**src/design/rbe_pkg.sv**
```systemverilog
package rbe_pkg;

    localparam int STATE_W     = 24;
    localparam int FREQ_W      = 11;
    localparam int START_W     = 10;
    localparam int TOTAL_BITS  = 10;
    localparam int RENORM_BITS = 14;
    localparam int QUEUE_DEPTH = 4;

    localparam logic [STATE_W-1:0] LOW_BOUND = 24'd65536;

    typedef enum logic [1:0] {
        OP_LOAD   = 2'd0,
        OP_ENCODE = 2'd1,
        OP_FLUSH  = 2'd2
    } t_opcode;

    typedef enum logic {
        CMD_ENCODE = 1'b0,
        CMD_FLUSH  = 1'b1
    } t_cmd_kind;

    // one queued job for the coding engine
    typedef struct packed {
        t_cmd_kind           kind;
        logic [FREQ_W-1:0]   freq;
        logic [START_W-1:0]  start;
    } t_cmd;

endpackage

```
**src/design/rbe_back.sv**
```systemverilog
module rbe_back (
    input  logic          i_clk,
    input  logic          i_rst_n,
    input  logic          i_empty,
    input  rbe_pkg::t_cmd i_cmd,
    output logic          o_pop,
    output logic          o_valid,
    input  logic          i_ready,
    output logic [7:0]    o_out_byte,
    output logic          o_last_of_run,
    output logic          o_error_flag
);
    import rbe_pkg::*;

    typedef enum logic [2:0] {
        S_IDLE,
        S_RENORM,
        S_DIV,
        S_UPDATE,
        S_FLUSH,
        S_ERR
    } t_state;

    localparam int LIM_W = FREQ_W + RENORM_BITS;

    t_state             r_state;
    logic [STATE_W-1:0] r_x;
    logic [FREQ_W-1:0]  r_freq;
    logic [START_W-1:0] r_start;
    logic [FREQ_W-1:0]  r_rem;
    logic [4:0]         r_cnt;
    logic               r_out_valid;
    logic [7:0]         r_out_byte;
    logic               r_out_last;
    logic               r_out_err;

    logic               slot_free;
    logic [LIM_W-1:0]   limit;
    logic               emit_now;
    logic               more_after;
    logic [FREQ_W:0]    rem_sh;
    logic               q_bit;
    logic [FREQ_W:0]    rem_diff;

    assign slot_free  = !r_out_valid || i_ready;
    assign o_pop      = (r_state == S_IDLE) && !i_empty;
    assign limit      = {r_freq, {RENORM_BITS{1'b0}}};
    assign emit_now   = (LIM_W'(r_x) >= limit);
    assign more_after = (LIM_W'(r_x >> 8) >= limit);

    // one restoring division step per cycle
    assign rem_sh   = {r_rem, r_x[STATE_W-1]};
    assign q_bit    = (rem_sh >= {1'b0, r_freq});
    assign rem_diff = rem_sh - {1'b0, r_freq};

    assign o_valid       = r_out_valid;
    assign o_out_byte    = r_out_byte;
    assign o_last_of_run = r_out_last;
    assign o_error_flag  = r_out_err;

    always_ff @(posedge i_clk) begin
        if (!i_rst_n) begin
            r_state     <= S_IDLE;
            r_x         <= LOW_BOUND;
            r_out_valid <= 1'b0;
            r_cnt       <= '0;
        end else begin
            if (r_out_valid && i_ready) begin
                r_out_valid <= 1'b0;
            end
            unique case (r_state)
                S_IDLE: begin
                    if (!i_empty) begin
                        r_freq  <= i_cmd.freq;
                        r_start <= i_cmd.start;
                        r_cnt   <= '0;
                        if (i_cmd.kind == CMD_FLUSH) begin
                            r_state <= S_FLUSH;
                        end else if (i_cmd.freq == '0) begin
                            r_state <= S_ERR;
                        end else begin
                            r_state <= S_RENORM;
                        end
                    end
                end
                S_RENORM: begin
                    if (!emit_now) begin
                        r_rem   <= '0;
                        r_cnt   <= '0;
                        r_state <= S_DIV;
                    end else if (slot_free) begin
                        r_out_valid <= 1'b1;
                        r_out_byte  <= r_x[7:0];
                        r_out_last  <= !more_after;
                        r_out_err   <= 1'b0;
                        r_x         <= r_x >> 8;
                    end
                end
                S_DIV: begin
                    r_rem <= q_bit ? rem_diff[FREQ_W-1:0] : rem_sh[FREQ_W-1:0];
                    r_x   <= {r_x[STATE_W-2:0], q_bit};
                    r_cnt <= r_cnt + 1'b1;
                    if (r_cnt == 5'(STATE_W - 1)) begin
                        r_state <= S_UPDATE;
                    end
                end
                S_UPDATE: begin
                    r_x <= {r_x[STATE_W-TOTAL_BITS-1:0], {TOTAL_BITS{1'b0}}}
                         + STATE_W'(r_start) + STATE_W'(r_rem);
                    r_state <= S_IDLE;
                end
                S_FLUSH: begin
                    if (slot_free) begin
                        r_out_valid <= 1'b1;
                        r_out_byte  <= r_x[7:0];
                        r_out_last  <= (r_cnt[1:0] == 2'd3);
                        r_out_err   <= 1'b0;
                        r_cnt       <= r_cnt + 1'b1;
                        if (r_cnt[1:0] == 2'd3) begin
                            r_x     <= LOW_BOUND;
                            r_state <= S_IDLE;
                        end else begin
                            r_x <= r_x >> 8;
                        end
                    end
                end
                S_ERR: begin
                    if (slot_free) begin
                        r_out_valid <= 1'b1;
                        r_out_byte  <= 8'd0;
                        r_out_last  <= 1'b1;
                        r_out_err   <= 1'b1;
                        r_state     <= S_IDLE;
                    end
                end
                default: begin
                    r_state <= S_IDLE;
                end
            endcase
        end
    end

endmodule

```
**config.mk**
```make
export PLATFORM = sky130hd
export DESIGN_NAME = rbe_back
export DESIGN_NICKNAME = d
export VERILOG_FILES = /design/src/design/rbe_pkg.sv /design/src/design/rbe_back.sv
export SDC_FILE = /design/constraint.sdc
export NUM_CORES = 1
export LEC_CHECK = 0
export BUFFER_PORTS_ARGS = -buffer_cell sky130_fd_sc_hd__buf_2
export CORE_MARGIN = 8
export CORE_UTILIZATION = 40
export CTS_BUF_LIST = sky130_fd_sc_hd__clkbuf_8
export CTS_CLUSTER_SIZE = 28
export DETAILED_ROUTE_END_ITERATION = 16
export HOLD_SLACK_MARGIN = 0.06
export PLACE_DENSITY_LB_ADDON = 0.15
export SLEW_MARGIN = 20
export SYNTH_ARGS = -nofsm -noshare
export SYNTH_HDL_FRONTEND = slang
export SYNTH_SLANG_ARGS = --single-unit
```
**constraint.sdc**
```tcl
create_clock -name i_clk -period 3.3 [get_ports i_clk]
set_clock_uncertainty 0.15 [all_clocks]
set_input_delay 0.825 -clock i_clk [delete_from_list [all_inputs] [get_ports i_clk]]
set_output_delay 0.825 -clock i_clk [all_outputs]
set_load 0.02 [all_outputs]
```
==> flow_summary.toml <==
[finish]
drive_above_1_share = 0.132
design_area_sq_um = 5680
nets = 680
final_common_cell = "nand2_1"
area_growth_syn_to_layout_pct = 12.6
stdcell_count = 794
layout_common_cells = "nand2_1, a21oi_1, nor2_1"
final_util = 0.456
diodes = 0

[worst_hold_path]
hold_start = "r_cnt[1]$_SDFFE_PN0P_"
hold_depth = 2
whs_endpoint = "r_cnt[1]$_SDFFE_PN0P_"
worst_hold_path_type = "flip-flop to flip-flop"

[synth]
synth_xor_area_frac = 0.0347
netlist_top_cells_area = "edfxtp_1, dfxtp_1, ha_1, a21oi_1, nand2_1"
async_reset_ff_frac = 0
syn-num-nets = 647
synthSimpleGateAreaFrac = 0.205
yosys_most_used_dff = "edfxtp_1"
synth_seq_cells = 75
syn_area_sq_um = 5050
muxShareOfSynthArea = 0.0104
synthAdderAreaFrac = 0.0947
synth_area_per_cell_sq_um = 8.64
yosysWarnings = 0
synth_cell_types = 69
ys_seq_area_frac = 0.381
synth_top_family_by_area = "compound AO/OA/AOI/OAI gates"
synth_edf_count = 42
synth_top_area_cell = "edfxtp_1"
syn_inst = 584
synth-compound-area-share = 0.228
synth_top_cell_area_share = 0.250

[placed_design]
routabilityCongestion = 0.914
dp_cells = 778
place_area_sq_um = 5470
pre_cts_ws_ps = 448
dp_hpwl_mm = 10.7
io_buffers = 37

[power]
cellLeakagePower_nw = 2.12
power.switching_uw = 704
power_frac_comb = 0.197
switching_share = 0.298
power.density_nw_per_um2 = 416
ir_drop_mv = 0.258
clkPwrFrac = 0.342
p_int_mw = 1.66
seq_power_share = 0.461
p_total_mw = 2.36

[die]
core_area_sq_um = 12500
dieArea_sq_um = 16500
start_util = 0.405
rows = 41
die_width_microns = 128
design.portCount = 38
die_h_microns = 128

[routing]
drt-initial-drc-count = 519
route.detailed.drc = 0
dr.pass1.iters = 6
drt_wl_total_mm = 13.9
final_antenna_net_count = 0
wire_per_inst_microns = 17.5
via_per_inst = 5.74
num_vias = 4554

[timing]
period_share = 0.879
finalSetupTns_ps = 0
finalCriticalPeriod_ps = 2900
tightest_slew_ps = 647
final-max-slew-violation-count = 0
setup_viol = 0
rsz0062_at_grt = "no"
relSlewSlack = 0.568
fmax_mhz = 345
finalHoldViolations = 0
fin_ws_ps = 399
hold_ws_ps = 330

[global_route]
grtUsageTotal = 0.178
grt_max_degree = 31
grt_first_pass_wirelength_mm = 22.9
grt_pass1_vias = 4434
grt_overflow = 0
antenna_found_initial = 0

[setup_path]
worst_setup_path_start_kind = "flip-flop"
critPathRequiredTime_ps = 3230
r2r_start = "r_x[14]$_SDFFE_PN0P_"
rrSetupSlack_ps = 400
setup.worst_path.end_class = "flip-flop"
ff2ff_path_depth = 10
crit_path_max_fanout = 9
arrival_ps = 2830
crit_type = "flip-flop to flip-flop"
rr_endpoint = "o_out_byte[0]$_SDFFCE_PP0P_"

[clock_tree]
numCtsBuffers = 9
cts_buffer_depth = 2
h-tree-depth = 3
clk_latency_ps = 380
tritoncts = "yes"
clkTransAtPathRegs_ps = 90
root_buffer = "clkbuf_8"
cts_setup_buffers = 0
ctsResizeCount = 0
cts_sinks = 75
cts_hold_buf = 0

[status]
status = "complete, no violations"

[run]
maxCapViolations = 0
==> layer usage <==
metal	up-vias	global-route usage	share of wire
met4	0	0.0692	0.025
met3	26	0.0381	0.057
met1	2122	0.237	0.47
met5	-	0	0
li1	2254	-	-
met2	152	0.274	0.44
==> cell type report <==
| cell class | instances | area (sq um) |
|---|---|---|
| Timing Repair Buffer | 57 | 335 |
| Clock buffer | 10 | 138 |
| Multi-Input combinational cell | 450 | 2900 |
| Sequential cell | 75 | 1920 |
| Clock inverter | 6 | 80.1 |
| Inverter | 24 | 90.1 |
| Fill cell | 1201 | 6780 |
| Tap cell | 172 | 215 |
==> critical path: stages (launching register included) <==
cell	delay [ps]
dfxtp_1	430
inv_1	70
ha_1	280
or4b_1	440
nor4_1	220
a2111o_2	220
a21boi_1	110
nor2_1	290
nand3_1	110
o21ai_0	80
buf_4	210
==> power groups by stage <==
stage               registers, mW  clock network [mW]  logic [mW]
global route                 1.10               0.863       0.520
finish                       1.09               0.808       0.465
CTS                          1.09               0.828       0.467
detailed placement           1.11                   0       0.464
global placement             1.11                   0       0.462
floorplan                    1.09                   0       0.337
==> logic make-up (layout without fill, tap and decap cells) <==
| group | after synthesis | count (layout) |
|---|---|---|
| adder cells (fa/ha/maj) | 37 | 37 |
| flip-flops | 75 | 75 |
| AO/OA/AOI/OAI | 173 | 173 |
| AND/OR/NAND/NOR | 215 | 215 |
| buffers and inverters | 59 | 97 |
| multiplexers | 5 | 5 |
| XOR/XNOR | 20 | 20 |
==> state kept, by name, indices dropped and copies added (netlist names) <==
name	flops
o_last_of_run	1
r_freq	11
r_start	10
o_out_byte	8
r_cnt	5
r_state	3
r_rem	11
r_x	24
o_valid	1
o_error_flag	1
==> worst max-delay path by stage <==
stage | end | start | cells past startpoint
final | o_out_byte[0]$_SDFFCE_PP0P_ | r_x[14]$_SDFFE_PN0P_ | 10
after global routing | r_rem[5]$_SDFFCE_PN0P_ | r_x[23]$_SDFFE_PN0P_ | 9
after CTS | r_rem[5]$_SDFFCE_PN0P_ | r_x[23]$_SDFFE_PN0P_ | 9
after detailed placement | o_out_byte[2]$_SDFFCE_PP0P_ | r_freq[0]$_DFFE_PP_ | 9
after global placement | r_rem[5]$_SDFFCE_PN0P_ | r_freq[1]$_DFFE_PP_ | 9
after floorplan | r_rem[0]$_SDFFCE_PN0P_ | r_freq[1]$_DFFE_PP_ | 8
==> Yosys cell counts, types with 3 or more instances <==
cell	count
nand2_1	66
a21oi_1	56
nor2_1	55
edfxtp_1	42
ha_1	35
dfxtp_1	33
o21ai_0	29
clkbuf_1	26
inv_1	23
nand3_1	20
nor3_1	17
a211oi_1	14
a222oi_1	12
xnor2_1	10
xor2_1	10
a22oi_1	8
nand2b_1	8
nand4_1	8
nor4_1	7
a21o_1	6
buf_2	6
or4_1	6
a31oi_1	5
nor2b_1	5
o211ai_1	5
o22ai_1	4
o31ai_1	4
and2_1	3
and3_1	3
mux2i_1	3
nand3b_1	3
o21a_1	3
No activity file was read; power rests on OpenSTA's default activity.
