`config.mk`:
```
export PLATFORM = sky130hd
export DESIGN_NAME = rbe_fifo
export DESIGN_NICKNAME = d
export VERILOG_FILES = /design/src/design/rbe_pkg.sv /design/src/design/rbe_fifo.sv
export SDC_FILE = /design/constraint.sdc
export NUM_CORES = 1
export LEC_CHECK = 0
export ABC_CLOCK_PERIOD_IN_PS = 2400
export BUFFER_PORTS_ARGS = -buffer_cell sky130_fd_sc_hd__buf_2
export CORE_MARGIN = 2
export CORE_UTILIZATION = 60
export CTS_CLUSTER_DIAMETER = 100
export CTS_CLUSTER_SIZE = 12
export DETAILED_ROUTE_END_ITERATION = 7
export PLACE_DENSITY = 0.83
export SLEW_MARGIN = 20
export SYNTH_ARGS = -nofsm -noshare
export SYNTH_HDL_FRONTEND = slang
export SYNTH_SLANG_ARGS = --single-unit
```
`constraint.sdc`:
```
create_clock -name i_clk -period 2.4 [get_ports i_clk]
set_input_delay 0.12 -clock i_clk [delete_from_list [all_inputs] [get_ports i_clk]]
set_output_delay 0.12 -clock i_clk [all_outputs]
set_load 0.01 [all_outputs]
```
`src/design/rbe_pkg.sv`:
```
package rbe_pkg;

    localparam int STATE_W     = 24;
    localparam int FREQ_W      = 11;
    localparam int START_W     = 10;
    localparam int TOTAL_BITS  = 10;
    localparam int RENORM_BITS = 14;
    localparam int QUEUE_DEPTH = 4;

    localparam logic [STATE_W-1:0] LOW_BOUND = 24'd65536;

    typedef enum logic [1:0] {
        OP_LOAD   = 2'd0,
        OP_ENCODE = 2'd1,
        OP_FLUSH  = 2'd2
    } t_opcode;

    typedef enum logic {
        CMD_ENCODE = 1'b0,
        CMD_FLUSH  = 1'b1
    } t_cmd_kind;

    // one queued job for the coding engine
    typedef struct packed {
        t_cmd_kind           kind;
        logic [FREQ_W-1:0]   freq;
        logic [START_W-1:0]  start;
    } t_cmd;

endpackage

```
`src/design/rbe_fifo.sv`:
```
module rbe_fifo (
    input  logic          i_clk,
    input  logic          i_rst_n,
    input  logic          i_push,
    input  rbe_pkg::t_cmd i_cmd,
    output logic          o_full,
    input  logic          i_pop,
    output logic          o_empty,
    output rbe_pkg::t_cmd o_cmd
);
    import rbe_pkg::*;

    localparam int PW = $clog2(QUEUE_DEPTH);
    localparam int CW = $clog2(QUEUE_DEPTH + 1);

    t_cmd          r_slot [QUEUE_DEPTH];
    logic [PW-1:0] r_wr_ptr;
    logic [PW-1:0] r_rd_ptr;
    logic [CW-1:0] r_count;

    assign o_full  = (r_count == CW'(QUEUE_DEPTH));
    assign o_empty = (r_count == '0);
    assign o_cmd   = r_slot[r_rd_ptr];

    always_ff @(posedge i_clk) begin
        if (i_push) begin
            r_slot[r_wr_ptr] <= i_cmd;
        end
    end

    always_ff @(posedge i_clk) begin
        if (!i_rst_n) begin
            r_wr_ptr <= '0;
            r_rd_ptr <= '0;
            r_count  <= '0;
        end else begin
            if (i_push) begin
                r_wr_ptr <= (r_wr_ptr == PW'(QUEUE_DEPTH - 1)) ? '0 : r_wr_ptr + 1'b1;
            end
            if (i_pop) begin
                r_rd_ptr <= (r_rd_ptr == PW'(QUEUE_DEPTH - 1)) ? '0 : r_rd_ptr + 1'b1;
            end
            if (i_push && !i_pop) begin
                r_count <= r_count + 1'b1;
            end else if (i_pop && !i_push) begin
                r_count <= r_count - 1'b1;
            end
        end
    end

endmodule

```
==> impl_metrics.prom <==
# TYPE chip_impl_metric gauge
chip_impl_metric{name="detail_route.iter0.violations",unit=""} 123
chip_impl_metric{name="synth_async_sr_flop_share",unit=""} 0
chip_impl_metric{name="grt_overflow",unit=""} 0
chip_impl_metric{name="area_growth_syn_to_layout",unit="%"} 22.1
chip_impl_metric{name="cts.clk_slew.worst_paths",unit="ns"} 0.08
chip_impl_metric{name="crit_fanout",unit=""} 11
chip_impl_info{name="yosys-top-cells-area",value="edfxtp_1 (73%), mux4_2 (12%), dfxtp_1 (5.0%), ha_1 (2.1%), mux4_1 (1.4%)"} 1
chip_impl_metric{name="finalWorstSetupSlack",unit="ns"} 0.391
chip_impl_metric{name="dieHeight",unit="microns"} 81.8
chip_impl_info{name="synth_top_family_by_area",value="multiplexers"} 1
chip_impl_metric{name="finalSetupViolations",unit=""} 0
chip_impl_metric{name="worst_ir_drop_vdd",unit="mV"} 0.449
chip_impl_metric{name="drive_above_1_share",unit=""} 0.368
chip_impl_info{name="crit_path_top_delay_cell",value="dfxtp_2"} 1
chip_impl_metric{name="ant_nets",unit=""} 0
chip_impl_metric{name="muxShareOfSynthArea",unit=""} 0.149
chip_impl_metric{name="finalWeightedCongestion",unit=""} 0.635
chip_impl_metric{name="io_buffers",unit=""} 49
chip_impl_metric{name="cp.buffers_inverters",unit=""} 2
chip_impl_metric{name="final_net_count",unit=""} 275
chip_impl_metric{name="design_power_total",unit="W"} 0.00347
chip_impl_metric{name="slew_headroom",unit=""} 0.596
chip_impl_info{name="timing.critical_path.to",value="o_cmd[16]"} 1
chip_impl_metric{name="cp.required",unit="ns"} 2.28
chip_impl_metric{name="slowest_delay",unit="ns"} 0.56
chip_impl_metric{name="boundaryPins",unit=""} 50
chip_impl_metric{name="htreeDepth",unit=""} 3
chip_impl_metric{name="worstPathArrival",unit="ns"} 1.89
chip_impl_metric{name="die_w",unit="microns"} 81.8
chip_impl_metric{name="cellLeakagePower",unit="nW"} 1.57
chip_impl_info{name="worst_path_dominant_cell_family",value="flip-flops"} 1
chip_impl_metric{name="yosysSeqAreaShare",unit=""} 0.776
chip_impl_metric{name="core_area",unit="sq um"} 5890
chip_impl_metric{name="synth.distinct_cells",unit=""} 21
chip_impl_metric{name="max_freq",unit="MHz"} 498
chip_impl_metric{name="largest_net_degree_at_the_start_of_global_routing",unit=""} 23
chip_impl_metric{name="final-max-slew-violation-count",unit=""} 0
chip_impl_metric{name="grt_first_pass_wirelength",unit="microns"} 10200
chip_impl_metric{name="finalWirelength",unit="microns"} 6780
chip_impl_metric{name="via_count_of_the_first_global_routing_pass",unit=""} 1960
chip_impl_info{name="cts_tree",value="yes"} 1
chip_impl_metric{name="finalNonFillerCells",unit=""} 322
chip_impl_metric{name="final.min_clock_period",unit="ns"} 2.01
chip_impl_metric{name="insertedDiodeCount",unit=""} 0
chip_impl_metric{name="floorplan.initialDensity",unit=""} 0.618
chip_impl_metric{name="path_depth",unit=""} 3
chip_impl_metric{name="min_period_over_period",unit=""} 0.837
chip_impl_metric{name="post_drt_wl_per_cell",unit="microns"} 21.0
chip_impl_metric{name="summed_instance_area_of_the_synthesized_netlist",unit="sq um"} 3640
chip_impl_metric{name="post-route-drc-count",unit=""} 0
chip_impl_metric{name="r2r.worst_path.cells",unit=""} 3
chip_impl_info{name="yosys_most_used_dff",value="edfxtp_1"} 1
chip_impl_info{name="netlist_top_cells_count",value="edfxtp_1 (88), mux4_2 (20), dfxtp_1 (9), ha_1 (6)"} 1
chip_impl_metric{name="grt_usage",unit=""} 0.222
chip_impl_metric{name="syn_avg_cell_area",unit="sq um"} 23.0
chip_impl_metric{name="totalNegativeSetupSlack",unit="ns"} 0
chip_impl_info{name="worst_r2r_startpoint",value="r_wr_ptr[0]$_SDFFE_PN0P_"} 1
chip_impl_metric{name="detailroute.via_count",unit=""} 1813
chip_impl_metric{name="synth_compound_area_frac",unit=""} 0.00551
chip_impl_metric{name="ff_latch_area",unit="sq um"} 2820
chip_impl_info{name="rr_endpoint",value="r_slot[1][8]$_DFFE_PP_"} 1
chip_impl_metric{name="synth.top_cell.area_share",unit=""} 0.727
chip_impl_metric{name="area_share_of_fa_ha_maj_cells_after_synthesis",unit=""} 0.0262
chip_impl_info{name="worstSetupPathType",value="reg2out"} 1
chip_impl_metric{name="fillerInstances",unit=""} 322
chip_impl_metric{name="drv.max_cap_violation_count",unit=""} 0
chip_impl_metric{name="cts_max_path_buffers",unit=""} 2
chip_impl_metric{name="post_drt_via_cell_ratio",unit=""} 5.63
chip_impl_metric{name="synth-edff-count",unit=""} 88
chip_impl_info{name="end_kind",value="output pin"} 1
chip_impl_info{name="critPathLaunchType",value="flip-flop"} 1
chip_impl_metric{name="place_inst",unit=""} 283
chip_impl_metric{name="synth-xor-area-share",unit=""} 0.00482
chip_impl_metric{name="clock_tree_skew_after_final_layout",unit="ns"} 0.0118
chip_impl_metric{name="clock_insertion_delay_worst_skew",unit="ns"} 0.35
chip_impl_metric{name="tritoncts_buffers",unit=""} 9
chip_impl_info{name="hold_path_class",value="in2reg"} 1
chip_impl_metric{name="synth_nets",unit=""} 191
chip_impl_metric{name="timing_hold_violations_final",unit=""} 0
chip_impl_metric{name="floorplan.die_area",unit="sq um"} 6700
chip_impl_metric{name="synth_seq_cells",unit=""} 97
chip_impl_info{name="buffer_cell_driving_the_clock_tree_root",value="clkbuf_8"} 1
chip_impl_info{name="run_status",value="finished clean"} 1
chip_impl_metric{name="powerDensity",unit="nW/um^2"} 782
chip_impl_metric{name="first_pass_iters",unit=""} 4
chip_impl_info{name="grt_setup_unrepaired",value="false"} 1
chip_impl_metric{name="hpwl",unit="microns"} 4180
chip_impl_metric{name="placement.setup.worst_slack",unit="ns"} 0.506
chip_impl_info{name="synth_top_area_cell",value="edfxtp_1"} 1
chip_impl_info{name="cp_cell_sequence",value="buf_4, mux4_2, buf_2"} 1
chip_impl_metric{name="multi_input_area",unit="sq um"} 767
chip_impl_info{name="synth.most_common_cell",value="edfxtp_1"} 1
chip_impl_metric{name="netlist_instances",unit=""} 158
chip_impl_metric{name="row_count",unit=""} 28
chip_impl_metric{name="yosysWarnings",unit=""} 0
chip_impl_metric{name="synthSimpleGateAreaFrac",unit=""} 0.0248
chip_impl_metric{name="grt_antenna_before_repair",unit=""} 0
chip_impl_metric{name="timing_worst_slew_pin_value",unit="ns"} 0.606
chip_impl_metric{name="reg2reg_setup_slack",unit="ns"} 0.68
chip_impl_metric{name="cts.sinks",unit=""} 97
report_power, final:
| part | switching, W | internal, W | leakage (nW) | total [W] |
|---|---|---|---|---|
| clock | 0.000514 | 0.000618 | 0.107 | 0.00113 |
| combinational | 0.000181 | 0.000187 | 0.582 | 0.000368 |
| sequential | 0.0000418 | 0.00193 | 0.883 | 0.00197 |
| total | 0.000738 | 0.00273 | 1.57 | 0.00347 |
registers in the layout, summed over array words and instances (netlist names), named ones only:
name	cells
r_slot	88
r_wr_ptr	2
r_count	3
r_rd_ptr	2
worst min path at each step:
stage | from | end | slack [ns] | cells after the start
3_3_place_gp | i_cmd[14] | r_slot[2][14]$_DFFE_PP_ | 0.33 | 1
6_report | i_rst_n | flip-flop | 0.07 | 2
3_5_place_dp | i_cmd[3] | r_slot[0][3]$_DFFE_PP_ | 0.34 | 1
5_1_grt | i_rst_n | flip-flop | 0.07 | 2
4_1_cts | i_rst_n | flip-flop | 0.05 | 2
2_1_floorplan | i_cmd[0] | r_slot[0][0]$_DFFE_PP_ | 0.22 | 0
layer usage:
layer  routed length, microns  global-route usage  vias up
li1                         -                   -      816
met1                     2630               0.270      937
met2                     3780               0.385       49
met3                      248              0.0396       11
met4                      118               0.103        0
met5                        0                   0        -
what timing repair did:
item                      4_1_cts  5_1_grt
hold endpoints to repair       88        0
hold buffers                   22        0
buffers inserted                0        0
gates resized for setup         0        0
logic make-up after synthesis:
family,count (synthesis)
flip-flops,97
multiplexers,26
AND/OR/NAND/NOR,15
buffers and inverters,8
adder cells (fa/ha/maj),7
AO/OA/AOI/OAI,3
XOR/XNOR,2
placed cells by master (no fill, tap or decap):
| master | instances |
|---|---|
| a21boi_0 | 1 |
| xnor2_1 | 1 |
| mux2i_1 | 4 |
| clkinv_4 | 1 |
| fa_1 | 1 |
| o21a_1 | 1 |
| buf_4 | 5 |
| and2_1 | 4 |
| clkbuf_1 | 2 |
| dfxtp_1 | 8 |
| clkbuf_8 | 10 |
| and2_2 | 1 |
| o21ai_0 | 1 |
| nor2_1 | 1 |
| bufinv_16 | 2 |
| xor2_1 | 1 |
| clkinvlp_4 | 1 |
| inv_1 | 4 |
| ha_1 | 6 |
| nor3_1 | 2 |
| dlygate4sd3_1 | 22 |
| mux4_2 | 20 |
| dfxtp_2 | 1 |
| nor3b_1 | 1 |
| nor2b_1 | 5 |
| buf_8 | 1 |
| buf_2 | 49 |
| or3_1 | 1 |
| edfxtp_1 | 88 |
| mux4_1 | 2 |
through the flow:
stage / utilization / hold WS, ns / cell area (sq um)
final: 0.754 / 0.0737 / 4440
after global routing: 0.754 / 0.0683 / 4440
after CTS: 0.751 / 0.0523 / 4420
after detailed placement: 0.676 / 0.336 / 3980
after global placement: 0.676 / 0.332 / 3980
after floorplan: - / 0.219 / 3640
area by class of cell:
cell class	instances	share of cell area
Clock buffer	12	0.0327
Inverter	4	0.00338
Sequential cell	97	0.636
Clock inverter	4	0.0172
Multi-Input combinational cell	53	0.173
Timing Repair Buffer	77	0.117
Tap cell	75	0.0211
Power figures use the tool's default switching activity.
